`src/sv/ipoc_pkg.sv`:
```
// Package for the image pixel to occupancy cell block: payload and
// configuration types, register indexes, widths and fixed values.
// It has no dependencies and is compiled first.
package ipoc_pkg;

	localparam int DIM_W    = 13;
	localparam int MAX_DIM  = 4096;
	localparam int THR_W    = 17;
	localparam int SUM_W    = 10;
	localparam int PROD_W   = 28;
	localparam int QUOT_W   = 7;
	localparam int REM_W    = PROD_W + QUOT_W;
	localparam int DIVR_W   = PROD_W + QUOT_W - 1;
	localparam int IDX_W    = 24;
	localparam int CFG_IDX_W  = 3;
	localparam int CFG_DATA_W = 17;

	localparam logic [CFG_IDX_W-1:0] CFG_NEGATE     = 3'd0;
	localparam logic [CFG_IDX_W-1:0] CFG_TRINARY    = 3'd1;
	localparam logic [CFG_IDX_W-1:0] CFG_CHAN_COUNT = 3'd2;
	localparam logic [CFG_IDX_W-1:0] CFG_OCC_THR    = 3'd3;
	localparam logic [CFG_IDX_W-1:0] CFG_FREE_THR   = 3'd4;
	localparam logic [CFG_IDX_W-1:0] CFG_MAP_WIDTH  = 3'd5;
	localparam logic [CFG_IDX_W-1:0] CFG_MAP_HEIGHT = 3'd6;

	localparam logic [THR_W-1:0] OCC_THR_RESET  = 17'd42598;
	localparam logic [THR_W-1:0] FREE_THR_RESET = 17'd12780;

	localparam logic [QUOT_W-1:0] SCALE_MAX = 7'd99;
	localparam logic signed [7:0] VAL_OCCUPIED = 8'sd100;
	localparam logic signed [7:0] VAL_FREE     = 8'sd0;
	localparam logic signed [7:0] VAL_UNKNOWN  = -8'sd1;
	localparam logic signed [7:0] VAL_SAT      = 8'sd99;

	typedef enum logic [2:0] {
		KIND_OCCUPIED,
		KIND_FREE,
		KIND_UNKNOWN,
		KIND_SAT,
		KIND_SCALE
	} kind_t;

	typedef struct packed {
		logic [7:0]  chan0;
		logic [7:0]  chan1;
		logic [7:0]  chan2;
		logic [7:0]  chan3;
		logic [11:0] pixel_col;
		logic [11:0] pixel_row;
	} pixel_t;

	typedef struct packed {
		logic signed [7:0] cell_value;
		logic [IDX_W-1:0]  cell_index;
	} occ_cell_t;

	typedef struct packed {
		logic             negate;
		logic             trinary_mode;
		logic [2:0]       channel_count;
		logic [THR_W-1:0] occupied_threshold;
		logic [THR_W-1:0] free_threshold;
		logic [DIM_W-1:0] map_width;
		logic [DIM_W-1:0] map_height;
	} cfg_t;

	// Item travelling through the divider cells.
	typedef struct packed {
		logic [REM_W-1:0]  rem;
		logic [DIVR_W-1:0] divr;
		logic [QUOT_W-1:0] quot;
		kind_t             kind;
		logic [IDX_W-1:0]  index;
	} div_t;

endpackage

```
`src/sv/image_pixel_to_occupancy_cell.sv`:
```
// Top level of the image pixel to occupancy cell block: configuration
// registers, front pipeline and the chain of divider cells.
// Depends on ipoc_pkg, ipoc_front and ipoc_div_cell.
//
//   channel   direction  handshake               payload
//   pix       in         pix_valid / pix_stall   ipoc_pkg::pixel_t
//   occ       out        occ_valid / occ_stall   ipoc_pkg::occ_cell_t
//   cfg       in         cfg_we                  cfg_index, cfg_data
//
// One pixel can transfer on every clock unless pix_stall is high; each
// result passes four front stages and then seven divider cells, one cell
// for each bit of the 0..99 quotient.
// Reset clears every stage's valid bit and returns the registers to their
// defaults. Each stage holds only while it is full and the stage after it
// holds, so empty slots close up and a stalled output does not stop the
// input until the whole chain is full.
module image_pixel_to_occupancy_cell (
	input  logic                                  clk,
	input  logic                                  arst_n,
	input  logic                                  pix_valid,
	output logic                                  pix_stall,
	input  ipoc_pkg::pixel_t                      pix,
	output logic                                  occ_valid,
	input  logic                                  occ_stall,
	output ipoc_pkg::occ_cell_t                   occ,
	input  logic                                  cfg_we,
	input  logic [ipoc_pkg::CFG_IDX_W-1:0]        cfg_index,
	input  logic [ipoc_pkg::CFG_DATA_W-1:0]       cfg_data
);

	// Configuration registers. The user must change them only while the pipeline
	// is empty; the block does not enforce this. Every stage reads them directly.
	ipoc_pkg::cfg_t cfg_q;

	always_ff @(posedge clk or negedge arst_n) begin
		if (!arst_n) begin
			cfg_q.negate             <= 1'b0;
			cfg_q.trinary_mode       <= 1'b1;
			cfg_q.channel_count      <= 3'd1;
			cfg_q.occupied_threshold <= ipoc_pkg::OCC_THR_RESET;
			cfg_q.free_threshold     <= ipoc_pkg::FREE_THR_RESET;
			cfg_q.map_width          <= 13'(ipoc_pkg::MAX_DIM);
			cfg_q.map_height         <= 13'(ipoc_pkg::MAX_DIM);
		end else if (cfg_we) begin
			unique case (cfg_index)
				ipoc_pkg::CFG_NEGATE:     cfg_q.negate <= cfg_data[0];
				ipoc_pkg::CFG_TRINARY:    cfg_q.trinary_mode <= cfg_data[0];
				ipoc_pkg::CFG_CHAN_COUNT: cfg_q.channel_count <= cfg_data[2:0];
				ipoc_pkg::CFG_OCC_THR:    cfg_q.occupied_threshold <= cfg_data;
				ipoc_pkg::CFG_FREE_THR:   cfg_q.free_threshold <= cfg_data;
				ipoc_pkg::CFG_MAP_WIDTH:  cfg_q.map_width <= cfg_data[12:0];
				ipoc_pkg::CFG_MAP_HEIGHT: cfg_q.map_height <= cfg_data[12:0];
				default: ;
			endcase
		end
	end

	// Link signals: entry 0 is the front output, entry i+1 the output of cell i.
	ipoc_pkg::div_t link_data  [ipoc_pkg::QUOT_W+1];
	logic           link_valid [ipoc_pkg::QUOT_W+1];
	logic           link_stall [ipoc_pkg::QUOT_W+1];

	ipoc_front u_front (
		.clk       (clk),
		.arst_n    (arst_n),
		.cfg       (cfg_q),
		.in_valid  (pix_valid),
		.in_stall  (pix_stall),
		.in_data   (pix),
		.out_valid (link_valid[0]),
		.out_stall (link_stall[0]),
		.out_data  (link_data[0])
	);

	// The divisor starts aligned to the top quotient bit and each cell
	// shifts it down by one, so all cells are identical.
	for (genvar i = 0; i < ipoc_pkg::QUOT_W; i++) begin : g_cell
		ipoc_div_cell u_cell (
			.clk       (clk),
			.arst_n    (arst_n),
			.in_valid  (link_valid[i]),
			.in_stall  (link_stall[i]),
			.in_data   (link_data[i]),
			.out_valid (link_valid[i+1]),
			.out_stall (link_stall[i+1]),
			.out_data  (link_data[i+1])
		);
	end

	assign link_stall[ipoc_pkg::QUOT_W] = occ_stall;

	// Result mapping from the last cell's registers; it is stable while stalled.
	ipoc_pkg::div_t last;
	assign last = link_data[ipoc_pkg::QUOT_W];

	always_comb begin
		occ.cell_index = last.index;
		unique case (last.kind)
			ipoc_pkg::KIND_OCCUPIED: occ.cell_value = ipoc_pkg::VAL_OCCUPIED;
			ipoc_pkg::KIND_FREE:     occ.cell_value = ipoc_pkg::VAL_FREE;
			ipoc_pkg::KIND_UNKNOWN:  occ.cell_value = ipoc_pkg::VAL_UNKNOWN;
			ipoc_pkg::KIND_SAT:      occ.cell_value = ipoc_pkg::VAL_SAT;
			ipoc_pkg::KIND_SCALE: begin
				// The quotient never exceeds 99 for a scaled cell; clamp anyway.
				occ.cell_value = (last.quot > ipoc_pkg::SCALE_MAX) ?
				                 ipoc_pkg::VAL_SAT : $signed({1'b0, last.quot});
			end
			default:                 occ.cell_value = ipoc_pkg::VAL_UNKNOWN;
		endcase
	end

	assign occ_valid = link_valid[ipoc_pkg::QUOT_W];

	a_value_range: assert property (@(posedge clk) disable iff (!arst_n)
		occ_valid |-> (occ.cell_value >= ipoc_pkg::VAL_UNKNOWN) &&
		              (occ.cell_value <= ipoc_pkg::VAL_OCCUPIED))
		else $error("cell value out of range");

	a_quot_bound: assert property (@(posedge clk) disable iff (!arst_n)
		occ_valid && last.kind == ipoc_pkg::KIND_SCALE |->
		last.quot <= ipoc_pkg::SCALE_MAX)
		else $error("scaled quotient above 99");

	a_full_stall: assert property (@(posedge clk) disable iff (!arst_n)
		pix_stall |-> occ_valid && occ_stall)
		else $error("input stalled while the output is free");

endmodule

```
`src/sv/ipoc_front.sv`:
```
// Front pipeline of the occupancy block: channel averaging, threshold
// products, classification and the scaled dividend, over four stages.
// Depends on ipoc_pkg.
module ipoc_front (
	input  logic               clk,
	input  logic               arst_n,
	input  ipoc_pkg::cfg_t     cfg,
	input  logic               in_valid,
	output logic               in_stall,
	input  ipoc_pkg::pixel_t   in_data,
	output logic               out_valid,
	input  logic               out_stall,
	output ipoc_pkg::div_t     out_data
);

	// Stage 1: channel sum and pixel level.
	logic [2:0]  n_chan;
	logic [2:0]  n_avg;
	logic [7:0]  chans [4];
	logic [ipoc_pkg::SUM_W-1:0] sum;
	logic [ipoc_pkg::SUM_W:0]   full_wide;
	logic [ipoc_pkg::SUM_W-1:0] full;
	logic        alpha_zero;
	logic [ipoc_pkg::IDX_W-1:0] inv_row;

	logic        v_s1, v_s2, v_s3, v_s4;
	logic        stall_s1, stall_s2, stall_s3, stall_s4;

	logic [ipoc_pkg::SUM_W-1:0] lvl_s1;
	logic [ipoc_pkg::SUM_W-1:0] full_s1;
	logic                       unk_s1;
	logic [ipoc_pkg::IDX_W-1:0] inv_row_s1;
	logic [11:0]                col_s1;

	always_comb begin
		priority if (cfg.channel_count == 3'd0) begin
			n_chan = 3'd1;
		end else if (cfg.channel_count > 3'd4) begin
			n_chan = 3'd4;
		end else begin
			n_chan = cfg.channel_count;
		end
		n_avg = (cfg.trinary_mode || n_chan == 3'd1) ? n_chan : n_chan - 3'd1;
		chans[0] = in_data.chan0;
		chans[1] = in_data.chan1;
		chans[2] = in_data.chan2;
		chans[3] = in_data.chan3;
		sum = '0;
		for (int k = 0; k < 4; k++) begin
			if (3'(k) < n_avg) begin
				sum = sum + ipoc_pkg::SUM_W'(chans[k]);
			end
		end
		unique case (n_chan)
			3'd2:    alpha_zero = (in_data.chan1 == 8'd0);
			3'd3:    alpha_zero = (in_data.chan2 == 8'd0);
			3'd4:    alpha_zero = (in_data.chan3 == 8'd0);
			default: alpha_zero = 1'b0;
		endcase
		full_wide = (11'(n_avg) << 8) - 11'(n_avg);
		full = full_wide[ipoc_pkg::SUM_W-1:0];
		inv_row = ipoc_pkg::IDX_W'(cfg.map_height > 13'(ipoc_pkg::MAX_DIM) ?
		          13'(ipoc_pkg::MAX_DIM) : cfg.map_height)
		          - 24'd1 - 24'(in_data.pixel_row);
	end

	assign stall_s4 = v_s4 && out_stall;
	assign stall_s3 = v_s3 && stall_s4;
	assign stall_s2 = v_s2 && stall_s3;
	assign stall_s1 = v_s1 && stall_s2;
	assign in_stall = stall_s1;

	always_ff @(posedge clk or negedge arst_n) begin
		if (!arst_n) begin
			v_s1 <= 1'b0;
		end else if (!stall_s1) begin
			v_s1 <= in_valid;
		end
	end

	always_ff @(posedge clk) begin
		if (!stall_s1) begin
			lvl_s1     <= cfg.negate ? sum : full - sum;
			full_s1    <= full;
			unk_s1     <= cfg.trinary_mode || alpha_zero;
			inv_row_s1 <= inv_row;
			col_s1     <= in_data.pixel_col;
		end
	end

	// Stage 2: level and thresholds scaled to a common denominator, grid row offset.
	logic [ipoc_pkg::DIM_W-1:0]  width_c;
	logic [ipoc_pkg::DIM_W+ipoc_pkg::IDX_W-1:0] row_off;
	logic [ipoc_pkg::PROD_W-1:0] sx_s2, occ_full_s2, free_full_s2;
	logic                        unk_s2;
	logic [ipoc_pkg::IDX_W-1:0]  row_off_s2;
	logic [11:0]                 col_s2;

	assign width_c = (cfg.map_width > 13'(ipoc_pkg::MAX_DIM)) ?
	                 13'(ipoc_pkg::MAX_DIM) : cfg.map_width;
	assign row_off = (ipoc_pkg::DIM_W + ipoc_pkg::IDX_W)'(width_c) *
	                 (ipoc_pkg::DIM_W + ipoc_pkg::IDX_W)'(inv_row_s1);

	always_ff @(posedge clk or negedge arst_n) begin
		if (!arst_n) begin
			v_s2 <= 1'b0;
		end else if (!stall_s2) begin
			v_s2 <= v_s1;
		end
	end

	always_ff @(posedge clk) begin
		if (!stall_s2) begin
			sx_s2        <= {2'b00, lvl_s1, 16'd0};
			occ_full_s2  <= ipoc_pkg::PROD_W'(cfg.occupied_threshold) *
			                ipoc_pkg::PROD_W'(full_s1);
			free_full_s2 <= ipoc_pkg::PROD_W'(cfg.free_threshold) *
			                ipoc_pkg::PROD_W'(full_s1);
			unk_s2       <= unk_s1;
			row_off_s2   <= row_off[ipoc_pkg::IDX_W-1:0];
			col_s2       <= col_s1;
		end
	end

	// Stage 3: classification.
	ipoc_pkg::kind_t             kind;
	ipoc_pkg::kind_t             kind_s3;
	logic [ipoc_pkg::PROD_W-1:0] num_s3, den_s3;
	logic [ipoc_pkg::IDX_W-1:0]  index_s3;

	always_comb begin
		priority if (sx_s2 > occ_full_s2) begin
			kind = ipoc_pkg::KIND_OCCUPIED;
		end else if (sx_s2 < free_full_s2) begin
			kind = ipoc_pkg::KIND_FREE;
		end else if (unk_s2) begin
			kind = ipoc_pkg::KIND_UNKNOWN;
		end else if (cfg.occupied_threshold <= cfg.free_threshold) begin
			kind = ipoc_pkg::KIND_SAT;
		end else begin
			kind = ipoc_pkg::KIND_SCALE;
		end
	end

	always_ff @(posedge clk or negedge arst_n) begin
		if (!arst_n) begin
			v_s3 <= 1'b0;
		end else if (!stall_s3) begin
			v_s3 <= v_s2;
		end
	end

	always_ff @(posedge clk) begin
		if (!stall_s3) begin
			kind_s3  <= kind;
			num_s3   <= sx_s2 - free_full_s2;
			den_s3   <= occ_full_s2 - free_full_s2;
			index_s3 <= row_off_s2 + ipoc_pkg::IDX_W'(col_s2);
		end
	end

	// Stage 4: dividend 99 * num and the divisor aligned to the top quotient bit.
	ipoc_pkg::div_t div_s4;

	always_ff @(posedge clk or negedge arst_n) begin
		if (!arst_n) begin
			v_s4 <= 1'b0;
		end else if (!stall_s4) begin
			v_s4 <= v_s3;
		end
	end

	always_ff @(posedge clk) begin
		if (!stall_s4) begin
			div_s4.rem   <= ipoc_pkg::REM_W'(num_s3) *
			                ipoc_pkg::REM_W'(ipoc_pkg::SCALE_MAX);
			div_s4.divr  <= {den_s3, {(ipoc_pkg::QUOT_W-1){1'b0}}};
			div_s4.quot  <= '0;
			div_s4.kind  <= kind_s3;
			div_s4.index <= index_s3;
		end
	end

	assign out_valid = v_s4;
	assign out_data  = div_s4;

endmodule

```
`src/sv/ipoc_div_cell.sv`:
```
// One restoring-division cell: resolves one quotient bit per item and
// hands the item to the next cell. Depends on ipoc_pkg.
module ipoc_div_cell (
	input  logic            clk,
	input  logic            arst_n,
	input  logic            in_valid,
	output logic            in_stall,
	input  ipoc_pkg::div_t  in_data,
	output logic            out_valid,
	input  logic            out_stall,
	output ipoc_pkg::div_t  out_data
);

	logic           v_q;
	ipoc_pkg::div_t data_q;
	logic           take;
	logic [ipoc_pkg::REM_W-1:0] divr_ext;

	assign in_stall = v_q && out_stall;
	assign divr_ext = {1'b0, in_data.divr};
	assign take     = (in_data.rem >= divr_ext);

	always_ff @(posedge clk or negedge arst_n) begin
		if (!arst_n) begin
			v_q <= 1'b0;
		end else if (!in_stall) begin
			v_q <= in_valid;
		end
	end

	always_ff @(posedge clk) begin
		if (!in_stall) begin
			data_q.rem   <= take ? in_data.rem - divr_ext : in_data.rem;
			data_q.divr  <= in_data.divr >> 1;
			data_q.quot  <= {in_data.quot[ipoc_pkg::QUOT_W-2:0], take};
			data_q.kind  <= in_data.kind;
			data_q.index <= in_data.index;
		end
	end

	assign out_valid = v_q;
	assign out_data  = data_q;

	a_hold_item: assert property (@(posedge clk) disable iff (!arst_n)
		v_q && out_stall |=> v_q && $stable(data_q))
		else $error("divider cell dropped or changed a held item");

endmodule
```
`config.mk`:
```
export PLATFORM = sky130hd
export DESIGN_NAME = image_pixel_to_occupancy_cell
export DESIGN_NICKNAME = d
export VERILOG_FILES = /design/src/sv/ipoc_pkg.sv /design/src/sv/image_pixel_to_occupancy_cell.sv /design/src/sv/ipoc_front.sv /design/src/sv/ipoc_div_cell.sv
export SDC_FILE = /design/constraint.sdc
export NUM_CORES = 2
export LEC_CHECK = 0
export CORE_ASPECT_RATIO = 2
export CORE_MARGIN = 2
export CORE_UTILIZATION = 30
export CTS_CLUSTER_SIZE = 10
export DETAILED_ROUTE_END_ITERATION = 8
export DONT_BUFFER_PORTS = 1
export GPL_TIMING_DRIVEN = 0
export HOLD_SLACK_MARGIN = 0.05
export PLACE_DENSITY = 0.53
export SLEW_MARGIN = 0
export SYNTH_ARGS = -nofsm -noshare
export SYNTH_HDL_FRONTEND = slang
export SYNTH_SLANG_ARGS = --single-unit
```
`constraint.sdc`:
```
create_clock -name clk -period 42.4 [get_ports clk]
set_input_delay 8.48 -clock clk [delete_from_list [all_inputs] [get_ports clk]]
set_output_delay 8.48 -clock clk [all_outputs]
set_load 0.05 [all_outputs]
```
==> metrics <==
relative slew slack=0.01955; Critical Path Start Type=input port; max_cap viols=1; first-pass GRT wire length=about 260000 microns; Yosys top cell by area=edfxtp_1; Setup crit start=occ_stall; cells on worst reg2reg path=38; CTS resizes=0; Critical Path, Cell by Cell=nand3_4, nor2_1, nand3_4, nor2_1, nand4_1, inv_1; hold crit path type=reg -> reg; Worst R2R Setup Slack=between 30 and 40 ns; via count=43690; CTS tree=yes; clk_skew=~0.05 ns; status=finished with violations; final non-filler cell total=just over 9000; routed len/inst=approximately 18 microns; minimum clock period after layout=approximately 20 ns; clk_lat worst skew=between 0.7 and 0.8 ns; placed insts=about 9200; vias in the first global route=between 40000 and 50000; Synth cell types=95; Clock transition at path regs=around 0.05 ns; CP max stage delay=between 0.6 and 0.7 ns; number of flops mapped to enable cells by yosys=920; top_reg_cell synth=edfxtp_1; First DRT Iteration DRCs=approximately 1700; # IOs=around 120; RR Endpoint=u_front.lvl_s1[9]; Die Y=between 600 and 700 microns; Synth Register Bits=between 900 and 1000; cell family with the largest share of critical-path delay=simple AND/OR/NAND/NOR gates; DRT Pass-1 Iters=6; fmax=between 40 and 50 MHz; count of final hold-check violations=0; CTS buffer count=about 110; Synth Area per Inst=around 11 sq um; CP Depth=6; CTS sink cnt=between 900 and 1000; fin crit share=0.4749; cells after synthesis=between 6000 and 7000; CP arrival=roughly 12 ns; hold buffer count at CTS=0; vias per cell=between 4 and 5; most frequent cells in the layout=inv_1, edfxtp_1, ha_1; Crit Path Max Fanout=36; area of the multi-input gates=34920 sq um; Sum Neg Setup Slack=0 ns; antenna violations before repair=7; core box area=between 200000 and 250000 sq um; starting density of the core=0.3014; Die X=roughly 340 microns; Layout Nets=between 7000 and 8000; Overflow after GRT=0; most common cell after layout, fill and taps aside=inv_1; async set-reset flop share out of synthesis=0.07631; Synth-to-Final Area Change=10.80%; # DRC=0; crit path to=pix_stall; Critical-path top delay cell=nor2_1; post-CTS setup buffer count=0; Pins Over Slew Limit=0; largest net degree at the start of global routing=77; failing checks=max-capacitance violations; GPL Wtd Cong=0.9063; CP Data Required Time=between 30 and 40 ns; sequential area share after synthesis=0.4305; worst slew pin tran=1.457 ns; largest cells by area after synthesis=edfxtp_1, fa_1, ha_1; Total GRT Usage=0.1440; HPWL after detailed placement=~140000 microns; register area=29550 sq um; layout cells sized above 1=0.05425; Core Util, Final=0.3339; Root Buffer=clkbuf_16; area of the die=between 200000 and 250000 sq um; RSZ-0062 raised after global routing=no; endpoints failing setup=0; Yosys top cell area share=0.4025; H-tree levels=3; net count after synthesis=7268; Critical R2R Launch=cfg_q[61]; crit path kind=in -> out; Routed Antenna Nets=0; Netlist Area Pre-Place=~70000 sq um; Synthesis Warnings=0; CP endpoint kind=primary output; wirelength, routed=approximately 170000 microns; IO buf count=0; Buf/Inv on CP=1; Longest Clk Path Bufs=3; fillers=~23000; row cnt=~250
[state kept, by name, indices dropped and copies added (netlist names), 27 cells and up]
signal / flops
u_front.out_data: 90
cfg_q: 65
u_front.free_full_s2: 27
u_front.den_s3: 28
g_cell.u_cell.out_data: 595
u_front.num_s3: 28
u_front.occ_full_s2: 27
[layout make-up]
| type | instances | area share |
|---|---|---|
| Multi-Input combinational cell | 4033 | 0.4591 |
| Sequential cell | 996 | 0.3886 |
| Tap cell | 3000 | 0.04935 |
| Inverter | 964 | 0.04768 |
| Clock buffer | 160 | 0.03935 |
| Buffer | 139 | 0.008176 |
| Timing Repair Buffer | 18 | 0.004985 |
| Clock inverter | 12 | 0.002665 |
| Antenna cell | 3 | 0.00009871 |
[synthesized netlist by cell type, types with 112 or more instances]
| master | n |
|---|---|
| ha_1 | 593 |
| a21oi_1 | 306 |
| nand2_1 | 534 |
| edfxtp_1 | 920 |
| and2_1 | 205 |
| xnor2_1 | 245 |
| fa_1 | 462 |
| xor2_1 | 112 |
| a21o_1 | 149 |
| o21ai_0 | 233 |
| inv_1 | 960 |
| nor2_1 | 254 |
[layer usage]
layer	wire (microns)	vias up	global-route usage
li1	-	21120	-
met1	50940	21350	0.1187
met2	100100	780	0.3089
met3	5121	437	0.01856
met4	10740	10	0.08419
met5	71	-	0
[worst min path at each step]
stage	startpoint	endpoint	slack, ns	cells after the start
finish	g_cell[0].u_cell.out_data[27]	g_cell[1].u_cell.out_data[28]	0.38	0
global route	g_cell[0].u_cell.out_data[27]	g_cell[1].u_cell.out_data[28]	0.40	0
CTS	g_cell[0].u_cell.out_data[27]	g_cell[1].u_cell.out_data[28]	0.39	0
detailed placement	g_cell[1].u_cell.out_data[17]	g_cell[2].u_cell.out_data[17]	0.40	0
global placement	g_cell[1].u_cell.out_data[27]	g_cell[2].u_cell.out_data[28]	0.41	0
floorplan	u_front.out_data[0]	g_cell[0].u_cell.out_data[0]	0.40	0
[metrics by stage]
stage / hold slack (ns) / instance area [sq um] / worst slack [ns]
after floorplan: 0.4003 / 68640 / 16.62
after global placement: 0.4052 / 72400 / 11.99
after detailed placement: 0.4045 / 72850 / 22.13
after CTS: 0.3892 / 76050 / 22.13
after global routing: 0.4002 / 76050 / 21.91
final: 0.3834 / 76050 / 22.26
[cell families (layout without fill, tap and decap cells)]
kind of cell,after synthesis,count (layout),share of synthesized area
XOR/XNOR,357,357,0.04555
adder cells (fa/ha/maj),1058,1058,0.2433
AND/OR/NAND/NOR,1465,1465,0.1046
other,0,3,0
AO/OA/AOI/OAI,1038,1038,0.09564
multiplexers,115,115,0.01854
flip-flops,996,996,0.4305
buffers and inverters,1103,1293,0.06181
Power is not shown: default switching activity piles up to over one toggle a cycle in this logic, so the estimate is an artifact.
